**config.mk**
```make
export PLATFORM = sky130hd
export DESIGN_NAME = escaped_word_frame_receiver_top
export DESIGN_NICKNAME = d
export VERILOG_FILES = /design/src/rtl/ewfr_pkg.sv /design/src/rtl/escaped_word_frame_receiver_top.sv
export SDC_FILE = /design/constraint.sdc
export NUM_CORES = 1
export LEC_CHECK = 0
export BUFFER_PORTS_ARGS = -buffer_cell sky130_fd_sc_hd__buf_2
export CAP_MARGIN = 10
export CORE_ASPECT_RATIO = 0.9
export CORE_MARGIN = 3
export CORE_UTILIZATION = 50
export CTS_CLUSTER_SIZE = 25
export DETAILED_ROUTE_END_ITERATION = 8
export PLACE_DENSITY = 0.73
export SYNTH_ARGS = -nofsm -noshare
export SYNTH_HDL_FRONTEND = slang
export SYNTH_SLANG_ARGS = --single-unit
```
**constraint.sdc**
```tcl
create_clock -name clk -period 3.2 [get_ports clk]
set_clock_uncertainty 0.05 [all_clocks]
set_input_delay 0 -clock clk [delete_from_list [all_inputs] [get_ports clk]]
set_output_delay 0 -clock clk [all_outputs]
set_load 0.02 [all_outputs]
```
**src/rtl/ewfr_pkg.sv**
```systemverilog
`default_nettype none
package ewfr_pkg;

  localparam logic [15:0] WORD_IDLE_HI     = 16'hFFFF;
  localparam logic [15:0] WORD_IDLE_HI_SUB = 16'h0EE1;
  localparam logic [15:0] WORD_IDLE_LO     = 16'h0000;
  localparam logic [15:0] WORD_IDLE_LO_SUB = 16'h0EE0;
  localparam logic [15:0] WORD_STX         = 16'h0ED0;
  localparam logic [15:0] WORD_ESC         = 16'h0ED2;
  localparam logic [15:0] WORD_XOR         = 16'hA0A0;

  localparam logic [15:0] MAX_FRAME_BYTES_RESET = 16'd2048;

  localparam logic [2:0] EV_NONE   = 3'd0;
  localparam logic [2:0] EV_START  = 3'd1;
  localparam logic [2:0] EV_SIZE   = 3'd2;
  localparam logic [2:0] EV_REJECT = 3'd3;
  localparam logic [2:0] EV_DATA   = 3'd4;
  localparam logic [2:0] EV_LAST   = 3'd5;
  localparam logic [2:0] EV_ABORT  = 3'd6;

  typedef enum logic [4:0] {
    PH_WAIT     = 5'b00001,
    PH_SIZE     = 5'b00010,
    PH_SIZE_ESC = 5'b00100,
    PH_DATA     = 5'b01000,
    PH_DATA_ESC = 5'b10000
  } phase_t;

  // Swap idle words with their substitute codes, both directions.
  function automatic logic [15:0] swap_idle(input logic [15:0] w);
    logic [15:0] r;
    begin
      r = w;
      if (w == WORD_IDLE_HI) r = WORD_IDLE_HI_SUB;
      else if (w == WORD_IDLE_LO) r = WORD_IDLE_LO_SUB;
      else if (w == WORD_IDLE_HI_SUB) r = WORD_IDLE_HI;
      else if (w == WORD_IDLE_LO_SUB) r = WORD_IDLE_LO;
      return r;
    end
  endfunction

endpackage
`default_nettype wire

```
**src/rtl/escaped_word_frame_receiver_top.sv**
```systemverilog
// Escaped word frame receiver.
// Input channel (in_valid / in_ready / rx_word) carries one 16-bit word from
// the serial link per handshake. Output channel (out_valid / out_ready) gives
// one result per accepted word: event_res, byte_count, byte_high, byte_low and
// frame_length. Idle words and escape prefixes still give a result, with
// event_res set to EV_NONE.
// An accepted word goes into the input register, is decoded, and is written to
// the result register. Throughput: one word per cycle while the output is not
// stalled, set by the single decode stage between the two registers.
// The configuration register max_frame_bytes is written through cfg_write_en
// and cfg_write_data; the user must change it only while the block is idle.
// The block does not enforce this. Reset (rst, synchronous) empties both
// registers, returns the receiver to waiting for a start word, clears the
// byte counter and sets max_frame_bytes to 2048. When the receiver stalls
// (out_ready low) the result holds; the input register still takes one more
// word, and in_ready then drops until the result is taken.
`default_nettype none
module escaped_word_frame_receiver_top (
  input  wire logic        clk,
  input  wire logic        rst,
  input  wire logic        cfg_write_en,
  input  wire logic [15:0] cfg_write_data,
  input  wire logic        in_valid,
  output logic             in_ready,
  input  wire logic [15:0] rx_word,
  output logic             out_valid,
  input  wire logic        out_ready,
  output logic [2:0]       event_res,
  output logic [1:0]       byte_count,
  output logic [7:0]       byte_high,
  output logic [7:0]       byte_low,
  output logic [15:0]      frame_length
);
  import ewfr_pkg::*;

  // Configuration.
  logic [15:0] max_frame_bytes;

  // Input register.
  logic        word_valid;
  logic [15:0] word;

  // Receiver state.
  phase_t      phase, phase_next;
  logic [15:0] bytes_left, bytes_left_next;

  // Decoded result.
  logic [2:0]  event_next;
  logic [1:0]  byte_count_next;
  logic [7:0]  byte_high_next;
  logic [7:0]  byte_low_next;
  logic [15:0] frame_length_next;

  logic        advance;
  logic        in_escape;
  logic [15:0] unesc_word;
  logic [15:0] decoded;
  logic        word_is_idle;

  // Advance the input word whenever the result register is empty or drains.
  assign advance  = word_valid && (!out_valid || out_ready);
  assign in_ready = !word_valid || advance;

  always_ff @(posedge clk) begin
    if (rst) begin
      max_frame_bytes <= MAX_FRAME_BYTES_RESET;
    end else if (cfg_write_en) begin
      max_frame_bytes <= cfg_write_data;
    end
  end

  always_ff @(posedge clk) begin
    if (rst) begin
      word_valid <= 1'b0;
    end else if (in_ready) begin
      word_valid <= in_valid;
    end
  end

  always_ff @(posedge clk) begin
    if (in_valid && in_ready) begin
      word <= rx_word;
    end
  end

  // One XOR and one substitution shared by the size and payload paths.
  assign in_escape    = (phase == PH_SIZE_ESC) || (phase == PH_DATA_ESC);
  assign unesc_word   = in_escape ? (word ^ WORD_XOR) : word;
  assign decoded      = swap_idle(unesc_word);
  assign word_is_idle = (word == WORD_IDLE_HI) || (word == WORD_IDLE_LO);

  always_comb begin
    phase_next        = phase;
    bytes_left_next   = bytes_left;
    event_next        = EV_NONE;
    byte_count_next   = 2'd0;
    byte_high_next    = 8'd0;
    byte_low_next     = 8'd0;
    frame_length_next = 16'd0;

    case (phase)
      PH_SIZE: begin
        if (word == WORD_ESC) begin
          phase_next = PH_SIZE_ESC;
        end else if (word == WORD_IDLE_HI) begin
          phase_next = PH_SIZE;
        end else if ((word == WORD_IDLE_LO) || (word == WORD_IDLE_HI_SUB) ||
                     (word == WORD_IDLE_LO_SUB) || (word > max_frame_bytes)) begin
          phase_next      = PH_WAIT;
          bytes_left_next = 16'd0;
          event_next      = EV_REJECT;
        end else begin
          phase_next        = PH_DATA;
          bytes_left_next   = decoded;
          event_next        = EV_SIZE;
          frame_length_next = decoded;
        end
      end
      PH_SIZE_ESC: begin
        // Compare the raw word against the limit, before the XOR.
        if (word == WORD_IDLE_HI) begin
          phase_next = PH_SIZE_ESC;
        end else if ((word != WORD_IDLE_LO) && (word <= max_frame_bytes)) begin
          phase_next        = PH_DATA;
          bytes_left_next   = decoded;
          event_next        = EV_SIZE;
          frame_length_next = decoded;
        end else begin
          phase_next      = PH_WAIT;
          bytes_left_next = 16'd0;
          event_next      = EV_REJECT;
        end
      end
      PH_DATA, PH_DATA_ESC: begin
        if ((phase == PH_DATA) && (word == WORD_STX)) begin
          phase_next      = PH_SIZE;
          bytes_left_next = 16'd0;
          event_next      = EV_ABORT;
        end else if ((phase == PH_DATA) && (word == WORD_ESC)) begin
          phase_next = PH_DATA_ESC;
        end else if (!word_is_idle) begin
          byte_high_next = decoded[15:8];
          if (bytes_left > 16'd2) begin
            event_next      = EV_DATA;
            byte_count_next = 2'd2;
            byte_low_next   = decoded[7:0];
            bytes_left_next = bytes_left - 16'd2;
            phase_next      = PH_DATA;
          end else begin
            event_next      = EV_LAST;
            bytes_left_next = 16'd0;
            phase_next      = PH_WAIT;
            if (bytes_left == 16'd2) begin
              byte_count_next = 2'd2;
              byte_low_next   = decoded[7:0];
            end else begin
              byte_count_next = 2'd1;
            end
          end
        end
      end
      default: begin
        if (word == WORD_STX) begin
          phase_next = PH_SIZE;
          event_next = EV_START;
        end else begin
          phase_next = PH_WAIT;
        end
      end
    endcase
  end

  always_ff @(posedge clk) begin
    if (rst) begin
      phase      <= PH_WAIT;
      bytes_left <= 16'd0;
    end else if (advance) begin
      phase      <= phase_next;
      bytes_left <= bytes_left_next;
    end
  end

  always_ff @(posedge clk) begin
    if (rst) begin
      out_valid <= 1'b0;
    end else if (advance) begin
      out_valid <= 1'b1;
    end else if (out_ready) begin
      out_valid <= 1'b0;
    end
  end

  always_ff @(posedge clk) begin
    if (advance) begin
      event_res    <= event_next;
      byte_count   <= byte_count_next;
      byte_high    <= byte_high_next;
      byte_low     <= byte_low_next;
      frame_length <= frame_length_next;
    end
  end

  // Outside the payload phases no bytes remain outstanding.
  a_idle_no_bytes: assert property (@(posedge clk) disable iff (rst)
    ((phase == PH_WAIT) || (phase == PH_SIZE) || (phase == PH_SIZE_ESC))
      |-> (bytes_left == 16'd0))
    else $error("bytes_left nonzero outside payload phases");

  // A last payload word returns the receiver to waiting for a start word.
  a_last_ends_frame: assert property (@(posedge clk) disable iff (rst)
    (advance && (event_next == EV_LAST)) |=> (phase == PH_WAIT))
    else $error("frame did not end after last payload word");

  // frame_length is only nonzero with a size accepted event.
  a_length_only_on_size: assert property (@(posedge clk) disable iff (rst)
    (out_valid && (event_res != EV_SIZE)) |-> (frame_length == 16'd0))
    else $error("frame_length set without size event");

  // A full payload word always carries two bytes.
  a_data_two_bytes: assert property (@(posedge clk) disable iff (rst)
    (out_valid && (event_res == EV_DATA)) |-> (byte_count == 2'd2))
    else $error("payload word without two bytes");

endmodule
`default_nettype wire

```
==> results of run 1 <==
==> synth_stat cells, drive strengths merged (2+ instances only) <==
master | number | area share (%)
o31ai | 6 | 0.95
a32oi | 3 | 0.55
a21oi | 29 | 3.1
or3 | 10 | 1.5
nor2 | 84 | 6.7
clkbuf | 11 | 0.87
inv | 24 | 1.9
mux2i | 16 | 3.4
dfxtp | 39 | 16
and4 | 6 | 1.1
nand2b | 4 | 0.53
a211o | 8 | 1.5
nor4 | 13 | 2.0
or2 | 4 | 0.58
o211ai | 2 | 0.32
o21ai | 9 | 1.0
xnor2 | 5 | 0.92
and3 | 2 | 0.26
buf | 16 | 1.9
nor3 | 24 | 2.7
and2 | 3 | 0.40
ha | 17 | 4.5
a211oi | 9 | 1.5
nor4bb | 3 | 0.63
a21o | 4 | 0.79
a22oi | 10 | 1.6
nand4 | 10 | 1.3
nand3 | 10 | 1.2
o32ai | 4 | 0.74
o22ai | 3 | 0.40
xor2 | 5 | 0.92
o32a | 2 | 0.42
nor2b | 2 | 0.26
nand2 | 23 | 1.8
edfxtp | 53 | 34
nand3b | 2 | 0.32
==> layout make-up <==
type,instances,share of cell area (%)
Clock buffer,10,2.16
Clock inverter,6,1.19
Inverter,24,1.52
Multi-Input combinational cell,339,36.5
Sequential cell,92,40.1
Tap cell,122,2.58
Timing Repair Buffer,134,15.9
==> layer usage <==
metal,GRT usage [%],wire [um],vias to the layer above,share of wire (%)
met5,0,0,-,0
li1,-,-,2005,-
met2,39.2,5990,196,47
met4,11.2,508,0,4.0
met1,32.2,5260,1957,42
met3,4.30,892,42,7.1
==> logic make-up (layout without fill, tap and decap cells) <==
| kind of cell | Yosys count | in the layout | synth area share, % |
|---|---|---|---|
| compound gates | 94 | 94 | 13.9 |
| xor+xnor | 10 | 10 | 1.85 |
| fa+ha+maj | 17 | 17 | 4.49 |
| buf+inv | 51 | 174 | 4.70 |
| flops | 92 | 92 | 50.1 |
| mux | 16 | 16 | 3.38 |
| simple gates | 202 | 202 | 21.6 |
==> flip-flops by register name (all words and copies together), names as in the netlist, 2 cells and up <==
name and flops:
bytes_left 16, byte_count 2, phase 5, max_frame_bytes 16, word 16, byte_high 8, event_res 3, byte_low 8
frame_length 16
==> power by group through the flow <==
stage / combinational (mW) / clock, mW / sequential [mW]
4_1_cts: 0.273 / 0.821 / 1.32
6_report: 0.282 / 0.806 / 1.33
3_5_place_dp: 0.227 / 0 / 1.35
3_3_place_gp: 0.222 / 0 / 1.35
2_1_floorplan: 0.130 / 0 / 1.36
5_1_grt: 0.309 / 0.866 / 1.33
==> metrics by stage <==
stage	area [um^2]	instances	total power, mW	setup slack, ns
after floorplan	4740	482	1.49	0.462
after CTS	5900	727	2.42	0.126
after detailed placement	5220	663	1.58	0.165
after global routing	5910	727	2.51	0.0781
final	5910	727	2.41	0.243
after global placement	5220	663	1.57	0.333
==> path summary, 6_finish.rpt <==
kind                 start                  end  slack (ns)
max               word[13]        bytes_left[8]        0.24
min           cfg_write_en  max_frame_bytes[11]         0.1
max reg2reg       word[13]        bytes_left[8]        0.24
min reg2reg  bytes_left[0]        bytes_left[0]        0.43
==> timing repair <==
| action | in CTS | in global routing |
|---|---|---|
| resized for setup | 0 | 2 |
| hold endpoints to repair | 36 | 0 |
| endpoints found under the setup margin | 0 | 8 |
| hold buffers | 48 | 0 |
==> worst register-to-register path: cells and delay by family (launching register included) <==
kind | cells | cell delay, ns
AOI/OAI and AO/OA | 2 | 0.77
adders and majority gates | 1 | 0.36
DFF | 1 | 0.54
and+or+nand+nor | 4 | 1.14
==> results.tsv, run 1 <==
metric	value	unit
Worst path depth	7	
Finished Core Util	64.5	%
max-cap viol count	0	
Worst Setup Start Kind	flop	
Final Critical Period	2.96	ns
CTS Root Cell	clkbuf_8	
Least-Margin Pin Slew	0.913	ns
number of flops mapped to enable cells by yosys	53	
Num CTS Buffers	9	
Fmax	338	MHz
share of cells above drive strength 1	19.3	%
delay-heaviest family, CP	simple AND/OR/NAND/NOR gates	
num rows	33	
critical path buffer and inverter count	0	
Setup-failing EPs final	0	
R2R cell count	7	
clock-pin transition on the worst setup and hold timing paths	0.10	ns
status	finished, final reports clean	
Clk pwr share	33.4	%
WHS	0.0967	ns
hpwl dp	8.66	mm
Max FO, Critical Path	10	
Synth Register Bits	92	
crit-path cells	ha_1, nand4_1, nor4_1, nand2_1, a211oi_4, nand3_2, o32ai_1	
vias in the first global route	4095	
pin count of the biggest net entering global routing	38	
register share of total power	54.9	%
fill count	747	
post-route ant nets	0	
Most used DFF post-synth	edfxtp_1	
Switching Share	25.9	%
TritonCTS clock tree	built	
Slowest cell on crit path	edfxtp_1	
buffer depth of the longest clock path	2	
register area	0.00237	mm^2
full die area	0.0107	mm^2
I/O Buffers	75	
Max stage delay on crit path	0.54	ns
Congestion Overflow GR	0	
Critical Path RT	3.42	ns
Final Hold Fails	0	
ANT cells	0	
pwr/cell area	408	mW/mm^2
DRC viols	0	
Nets	654	
Post-CTS Setup Bufs	0	
LEAKAGE	2.38	nW
Avg WL per Cell	17.4	um
Final Cycle Share	92.4	%
post-synth cell types	55	
crit end category	flop	
Setup TNS	0	ns
Synth Cell Area	0.00474	mm^2
synthesized instance count	482	
Comb power frac	11.7	%
syn_nets	536	
core outline area	0.00917	mm^2
DRT iter0 DRCs	273	
global-route wire length before repair	20.4	mm
worst hold path type	input pin to flop	
Max VDD drop	271	uV
Total GRT Usage	24.5	%
Crit Path Category	flop to flop	
die height	98.3	um
worst relative slew slack	38.9	%
Die W	109	um
Warnings, synthesis	0	
commonest non-fill, non-tap cell in the layout	nor2_1	
sequential fraction of the synthesis area	50.1	%
NetSw	0.625	mW
Slew Viols, Final	0	
DR vias/cell	5.78	
clk sinks	92	
most frequent cells in the layout	nor2_1 (83), buf_2 (75), edfxtp_1 (53)	
IO Pins	76	
internal power	1.79	mW
crit path DAT	3.18	ns
Placer Congestion	0.932	
total number of vias	4200	
Starting Density	51.7	%
hold path cells	3	
RSZ-0062 raised after global routing	no	
asr flop ratio synth	0	%
Area growth, synth to finish	24.8	%
TritonRoute pass-1 iters	5	
Routed WL	12.6	mm
area of the multi-input gates	0.00216	mm^2
Clock Latency Late Sink	0.36	ns
syn avg cell area	9.83	um^2
htree depth	3	
initial antenna violation count	0	
(Power assumes the default switching activity.)
==> inputs of run 2 (changes only) <==
--- a/config.mk
+++ b/config.mk
@@ -9,10 +9,11 @@
 export CAP_MARGIN = 10
 export CORE_ASPECT_RATIO = 0.9
 export CORE_MARGIN = 3
-export CORE_UTILIZATION = 50
+export CORE_UTILIZATION = 40
 export CTS_CLUSTER_SIZE = 25
 export DETAILED_ROUTE_END_ITERATION = 8
-export PLACE_DENSITY = 0.73
+export PLACE_DENSITY = 0.6
+export SKIP_LAST_GASP = 1
 export SYNTH_ARGS = -nofsm -noshare
 export SYNTH_HDL_FRONTEND = slang
 export SYNTH_SLANG_ARGS = --single-unit
==> results.tsv, run 2 (same netlist as run 1, synthesis figures left out) <==
metric	value	unit	change
status	finished, final reports clean		unchanged
IO Pins	76		unchanged
most frequent cells in the layout	nor2_1 (83), buf_2 (75), edfxtp_1 (53)		unchanged
core outline area	0.0115	mm^2	was 0.00917 mm^2
CTS Root Cell	clkbuf_16		was clkbuf_8
TritonCTS clock tree	built		unchanged
Die W	121	um	was 109 um
delay-heaviest family, CP	simple AND/OR/NAND/NOR gates		unchanged
Avg WL per Cell	17.1	um	was 17.4 um
ANT cells	0		unchanged
Least-Margin Pin Slew	0.926	ns	was 0.913 ns
Total GRT Usage	20.4	%	was 24.5%
die height	109	um	was 98.3 um
pin count of the biggest net entering global routing	38		unchanged
Hold Crit Endpoint	phase[2]		was max_frame_bytes[11]
share of cells above drive strength 1	21.0	%	was 19.3%
Congestion Overflow GR	0		unchanged
Place WS	0.191	ns	was 0.165 ns
max-cap viol count	0		unchanged
DR vias/cell	5.46		was 5.78
HP Start	rst		was cfg_write_en
hpwl dp	9.40	mm	was 8.66 mm
Setup TNS	0	ns	unchanged
crit path DAT	3.00	ns	was 3.18 ns
buffer depth of the longest clock path	2		unchanged
critical path buffer and inverter count	1		was 0
Placer Congestion	1.01		was 0.932
DRT iter0 DRCs	347		was 273
I/O Buffers	75		unchanged
reg2reg start	word[13]		unchanged
Max stage delay on crit path	0.56	ns	was 0.54 ns
initial antenna violation count	0		unchanged
full die area	0.0132	mm^2	was 0.0107 mm^2
hold path cells	2		was 3
Fmax	337	MHz	was 338 MHz
placed instance area	0.00533	mm^2	was 0.00522 mm^2
clock-pin transition on the worst setup and hold timing paths	0.06	ns	was 0.10 ns
Max VDD drop	258	uV	was 271 uV
Worst Setup Start Kind	flop		unchanged
RSZ-0062 raised after global routing	no		unchanged
Max FO, Critical Path	10		unchanged
Critical Path RT	3.23	ns	was 3.42 ns
Starting Density	41.3	%	was 51.7%
Slowest cell on crit path	nor4_1		was edfxtp_1
worst setup margin	0.231	ns	was 0.243 ns
crit end category	flop		unchanged
TritonRoute pass-1 iters	5		unchanged
Area growth, synth to finish	25.9	%	was 24.8%
worst relative slew slack	38.1	%	was 38.9%
Reg-to-Reg End	frame_length[4]		was bytes_left[8]
num rows	37		was 33
Final Cycle Share	92.8	%	was 92.4%
total number of vias	4121		was 4200
LEAKAGE	2.38	nW	about the same
DRC viols	0		unchanged
Slew Viols, Final	0		unchanged
Num CTS Buffers	9		unchanged
clk sinks	92		unchanged
Final Critical Period	2.97	ns	was 2.96 ns
global-route wire length before repair	20.8	mm	was 20.4 mm
Design Area, Final	0.00597	mm^2	was 0.00591 mm^2
crit-path cells	ha_1, nand4_1, nor4_1, o21ai_0, nand3_1, a21o_1, buf_4, nor3_1		was ha_1, nand4_1, nor4_1, nand2_1, a211oi_4, nand3_2, o32ai_1
Clock Latency Late Sink	0.34	ns	was 0.36 ns
post-route ant nets	0		unchanged
Routed WL	12.9	mm	was 12.6 mm
vias in the first global route	3982		was 4095
Final Hold Fails	0		unchanged
worst hold path type	input pin to flop		unchanged
R2R cell count	8		was 7
Setup-failing EPs final	0		unchanged
Nets	648		was 654
Crit Path Category	flop to flop		unchanged
commonest non-fill, non-tap cell in the layout	nor2_1		unchanged
Worst path depth	8		was 7
FF-to-FF setup slack	0.23	ns	was 0.24 ns
htree depth	3		unchanged
pwr/cell area	448	mW/mm^2	was 408 mW/mm^2
run 2: final cells by class:
class	count	area, um^2
multi-input cells	339	2150
repair buffers	128	858
flip-flops and latches	92	2370
inverters	24	90.1
well taps	156	195
clock inverters	6	68.8
clock buffers	10	229
fillers	1062	5520
run 2: report_power, final:
| part | leakage, nW | internal, mW | switching [mW] |
|---|---|---|---|
| Clock | 0.144 | 0.613 | 0.466 |
| Sequential | 0.833 | 1.29 | 0.0337 |
| Combinational | 1.41 | 0.118 | 0.152 |
| Total | 2.38 | 2.02 | 0.652 |
run 2: worst reg2reg max path, delay by kind of cell (launching register included):
family / cells / cell delay [ns]
simple gates: 4 / 1.00
fa+ha+maj: 1 / 0.37
compound gates: 2 / 0.51
buf+inv: 1 / 0.24
flops: 1 / 0.54
run 2: what timing repair did:
action / CTS / global route
hold endpoints to repair: 34 / 0
endpoints found under the setup margin: 0 / 8
resized for setup: 0 / 1
hold buffers: 34 / 0
setup buffers: 0 / 0
run 2: how the worst max path moves through the flow:
stage	startpoint	end	slack, ns
3_3_place_gp	word[15]	bytes_left[14]	0.25
2_1_floorplan	out_valid	bytes_left[3]	0.46
4_1_cts	word[15]	bytes_left[4]	0.17
5_1_grt	word[15]	frame_length[13]	0.03
6_report	word[13]	frame_length[4]	0.23
3_5_place_dp	word[15]	bytes_left[12]	0.19
run 2: metal layers:
| layer | share of wire, % | up-vias | track usage (%) |
|---|---|---|---|
| met5 | 0 | - | 0 |
| met4 | 1.9 | 0 | 7.20 |
| met3 | 6.3 | 21 | 3.89 |
| met2 | 45 | 177 | 32.5 |
| met1 | 47 | 1921 | 27.8 |
| li1 | - | 2002 | - |
run 2: metrics by stage:
stage | hold slack, ns | total power, mW | utilization, % | std cells
6_report | 0.0266 | 2.68 | 52.0 | 755
5_1_grt | 0.0426 | 2.77 | 52.0 | 755
4_1_cts | 0.0295 | 2.69 | 51.9 | 755
3_5_place_dp | 0.136 | 1.59 | 46.4 | 705
3_3_place_gp | 0.131 | 1.58 | 46.4 | 705
2_1_floorplan | 0.0489 | 1.49 | - | 482
==> inputs of run 3 (changes only) <==
--- a/config.mk
+++ b/config.mk
@@ -5,6 +5,7 @@
 export SDC_FILE = /design/constraint.sdc
 export NUM_CORES = 1
 export LEC_CHECK = 0
+export ABC_AREA = 1
 export BUFFER_PORTS_ARGS = -buffer_cell sky130_fd_sc_hd__buf_2
 export CAP_MARGIN = 10
 export CORE_ASPECT_RATIO = 0.9
==> results.tsv, run 3 <==
metric	value	unit	change
status	finished, final reports clean		unchanged
Worst path most repeated cell	nand2_1		
clk sinks	92		unchanged
LEAKAGE	2.82	nW	was 2.38 nW
commonest cells in the synthesized netlist	nand2_1 (115), inv_1 (85), nor2_1 (77), a21oi_1 (57), edfxtp_1 (53)		was nor2_1 (84), edfxtp_1 (53), dfxtp_1 (39), a21oi_1 (28), inv_1 (24)
worst relative slew slack	47.9	%	was 38.1%
crit-path cells	ha_1, nand2_1, nor3_1, nand3_1, nand2_1, nand3_1, nand2_1, o211ai_1, a21oi_1		was ha_1, nand4_1, nor4_1, o21ai_0, nand3_1, a21o_1, buf_4, nor3_1
syn avg cell area	8.01	um^2	was 9.83 um^2
cell with the most instances after synthesis	nand2_1		was nor2_1
total number of vias	4470		was 4121
critical path buffer and inverter count	0		was 1
IO Pins	76		unchanged
Total GRT Usage	19.6	%	was 20.4%
htree depth	3		unchanged
hpwl dp	9.59	mm	was 9.40 mm
asr flop ratio synth	0	%	unchanged
area leader, netlist	edfxtp_1		unchanged
global-route wire length before repair	21.1	mm	was 20.8 mm
area of the multi-input gates	0.00212	mm^2	was 0.00215 mm^2
clock-pin transition on the worst setup and hold timing paths	0.06	ns	about the same
Most used DFF post-synth	edfxtp_1		unchanged
initial antenna violation count	0		unchanged
I/O Buffers	75		unchanged
Nets	782		was 648
Placer Congestion	0.884		was 1.01
cts-stage hold buffer count	38		was 34
pin count of the biggest net entering global routing	39		was 38
syn_nets	670		was 536
DR WL met2	5.73	mm	was 5.83 mm
Design Area, Final	0.00612	mm^2	was 0.00597 mm^2
TritonRoute pass-1 iters	5		unchanged
sequential fraction of the synthesis area	48.0	%	was 50.1%
Num CTS Buffers	9		unchanged
post-cts sizing count	0		unchanged
Least-Margin Pin Slew	0.781	ns	was 0.926 ns
Die W	123	um	was 121 um
Area growth, synth to finish	23.9	%	was 25.9%
Setup-failing EPs final	0		unchanged
core outline area	0.0118	mm^2	was 0.0115 mm^2
buffer depth of the longest clock path	2		unchanged
Crit Path Category	flop to flop		unchanged
num rows	37		unchanged
full die area	0.0137	mm^2	was 0.0132 mm^2
routed wl met3	847	um	was 808 um
Post-CTS Setup Bufs	0		unchanged
TritonCTS clock tree	built		unchanged
max-cap viol count	0		unchanged
placed instance area	0.00543	mm^2	was 0.00533 mm^2
post-synth cell types	37		was 55
number of flops mapped to enable cells by yosys	53		unchanged
die height	111	um	was 109 um
vias in the first global route	4222		was 3982
Critical Path RT	3.42	ns	was 3.23 ns
Slew Viols, Final	0		unchanged
DRT iter0 DRCs	371		was 347
DR vias/cell	5.03		was 5.46
worst hold path type	input pin to flop		unchanged
pwr/cell area	442	mW/mm^2	was 448 mW/mm^2
CTS Root Cell	clkbuf_16		unchanged
DRC viols	0		unchanged
fill count	1133		was 1062
commonest non-fill, non-tap cell in the layout	nand2_1		was nor2_1
delay-heaviest family, CP	simple AND/OR/NAND/NOR gates		unchanged
Synth top area share	32.2	%	was 33.6%
RSZ-0062 raised after global routing	no		unchanged
ANT cells	0		unchanged
HP Start	rst		unchanged
Slowest cell on crit path	edfxtp_1		was nor4_1
Synth Cell Area	0.00494	mm^2	was 0.00474 mm^2
Crit. Startpoint	word[12]		was word[13]
Warnings, synthesis	0		unchanged
share of cells above drive strength 1	16.9	%	was 21.0%
Final Hold Fails	0		unchanged
Congestion Overflow GR	0		unchanged
Worst Setup Start Kind	flop		unchanged
Final Critical Period	2.63	ns	was 2.97 ns
Final Cycle Share	82.2	%	was 92.8%
Synth Register Bits	92		unchanged
crit path DAT	2.85	ns	was 3.00 ns
highest metal used	met4		unchanged
synthesized instance count	616		was 482
most frequent cells in the layout	nand2_1 (115), inv_1 (85), nor2_1 (77)		was nor2_1 (83), buf_2 (75), edfxtp_1 (53)
Fmax	380	MHz	was 337 MHz
Clock Latency Late Sink	0.35	ns	was 0.34 ns
Max FO, Critical Path	15		was 10
Starting Density	42.0	%	was 41.3%
register area	0.00237	mm^2	unchanged
Place WS	0.654	ns	was 0.191 ns
crit end category	flop		unchanged
Setup TNS	0	ns	unchanged
reg2reg start	word[12]		was word[13]
Max VDD drop	326	uV	was 258 uV
ranking of synthesized cells by area	edfxtp_1 (32%), dfxtp_1 (16%), nand2_1 (8.7%)		was edfxtp_1 (34%), dfxtp_1 (16%), nor2_1 (6.7%)
Post-Route M1 WL	6.29	mm	was 6.00 mm
Max stage delay on crit path	0.54	ns	was 0.56 ns
worst setup margin	0.569	ns	was 0.231 ns
post-route ant nets	0		unchanged
Avg WL per Cell	14.8	um	was 17.1 um
Routed WL	13.1	mm	was 12.9 mm
## run 3: changes by cell type in the layout (fill, tap and decap cells not counted), moves of 9 or more
| cell | change |
|---|---|
| nand2_1 | +92 |
| o21ai_1 | +9 |
| nand3_1 | +36 |
| inv_1 | +61 |
| nor4_1 | -11 |
| a22oi_1 | -10 |
| mux2i_1 | -16 |
| o21ai_0 | +23 |
| a21oi_1 | +29 |
| buf_4 | -18 |
## run 3: where the power goes
group,total [mW],internal [mW],leakage [nW],switching [mW]
combinational,0.297,0.114,1.83,0.183
sequential,1.32,1.29,0.840,0.0254
clock,1.09,0.618,0.148,0.469
total,2.70,2.03,2.82,0.677
## run 3: kinds of logic after synthesis
group	Yosys count	synth area share (%)
xor gates and xnor gates	4	0.710
DFF	92	48.0
adders and majority gates	17	4.31
buffers and inverters	107	8.92
AOI/OAI and AO/OA	106	11.3
and+or+nand+nor	290	26.8
## run 3: area by class of cell
type	instances	area share (%)
sequential	92	38.8
multi-input combinational	417	34.7
timing repair buffer	114	12.5
inverter	94	5.77
clock buffer	9	3.68
tap	156	3.19
clock inverter	7	1.41
## run 3: routing by layer
layer	vias up	track usage [%]
met5	-	0
met4	0	7.31
met3	23	4.42
met2	157	29.4
met1	2027	27.7
li1	2263	-
## run 3: stage by stage
step | power [mW] | util [%] | std cells | hold WS (ns)
5_1_grt | 2.82 | 52.0 | 889 | 0.0698
3_5_place_dp | 1.60 | 46.2 | 835 | 0.129
2_1_floorplan | 1.51 | - | 616 | 0.0489
3_3_place_gp | 1.59 | 46.2 | 835 | 0.127
4_1_cts | 2.73 | 52.0 | 889 | 0.0618
6_report | 2.70 | 52.0 | 889 | 0.0666
## run 3: worst paths after layout
kind / cells past startpoint / slack (ns) / end
max: 9 / 0.57 / bytes_left[15]
min: 2 / 0.07 / phase[1]
max reg2reg: 9 / 0.57 / bytes_left[15]
min reg2reg: 2 / 0.42 / max_frame_bytes[15]
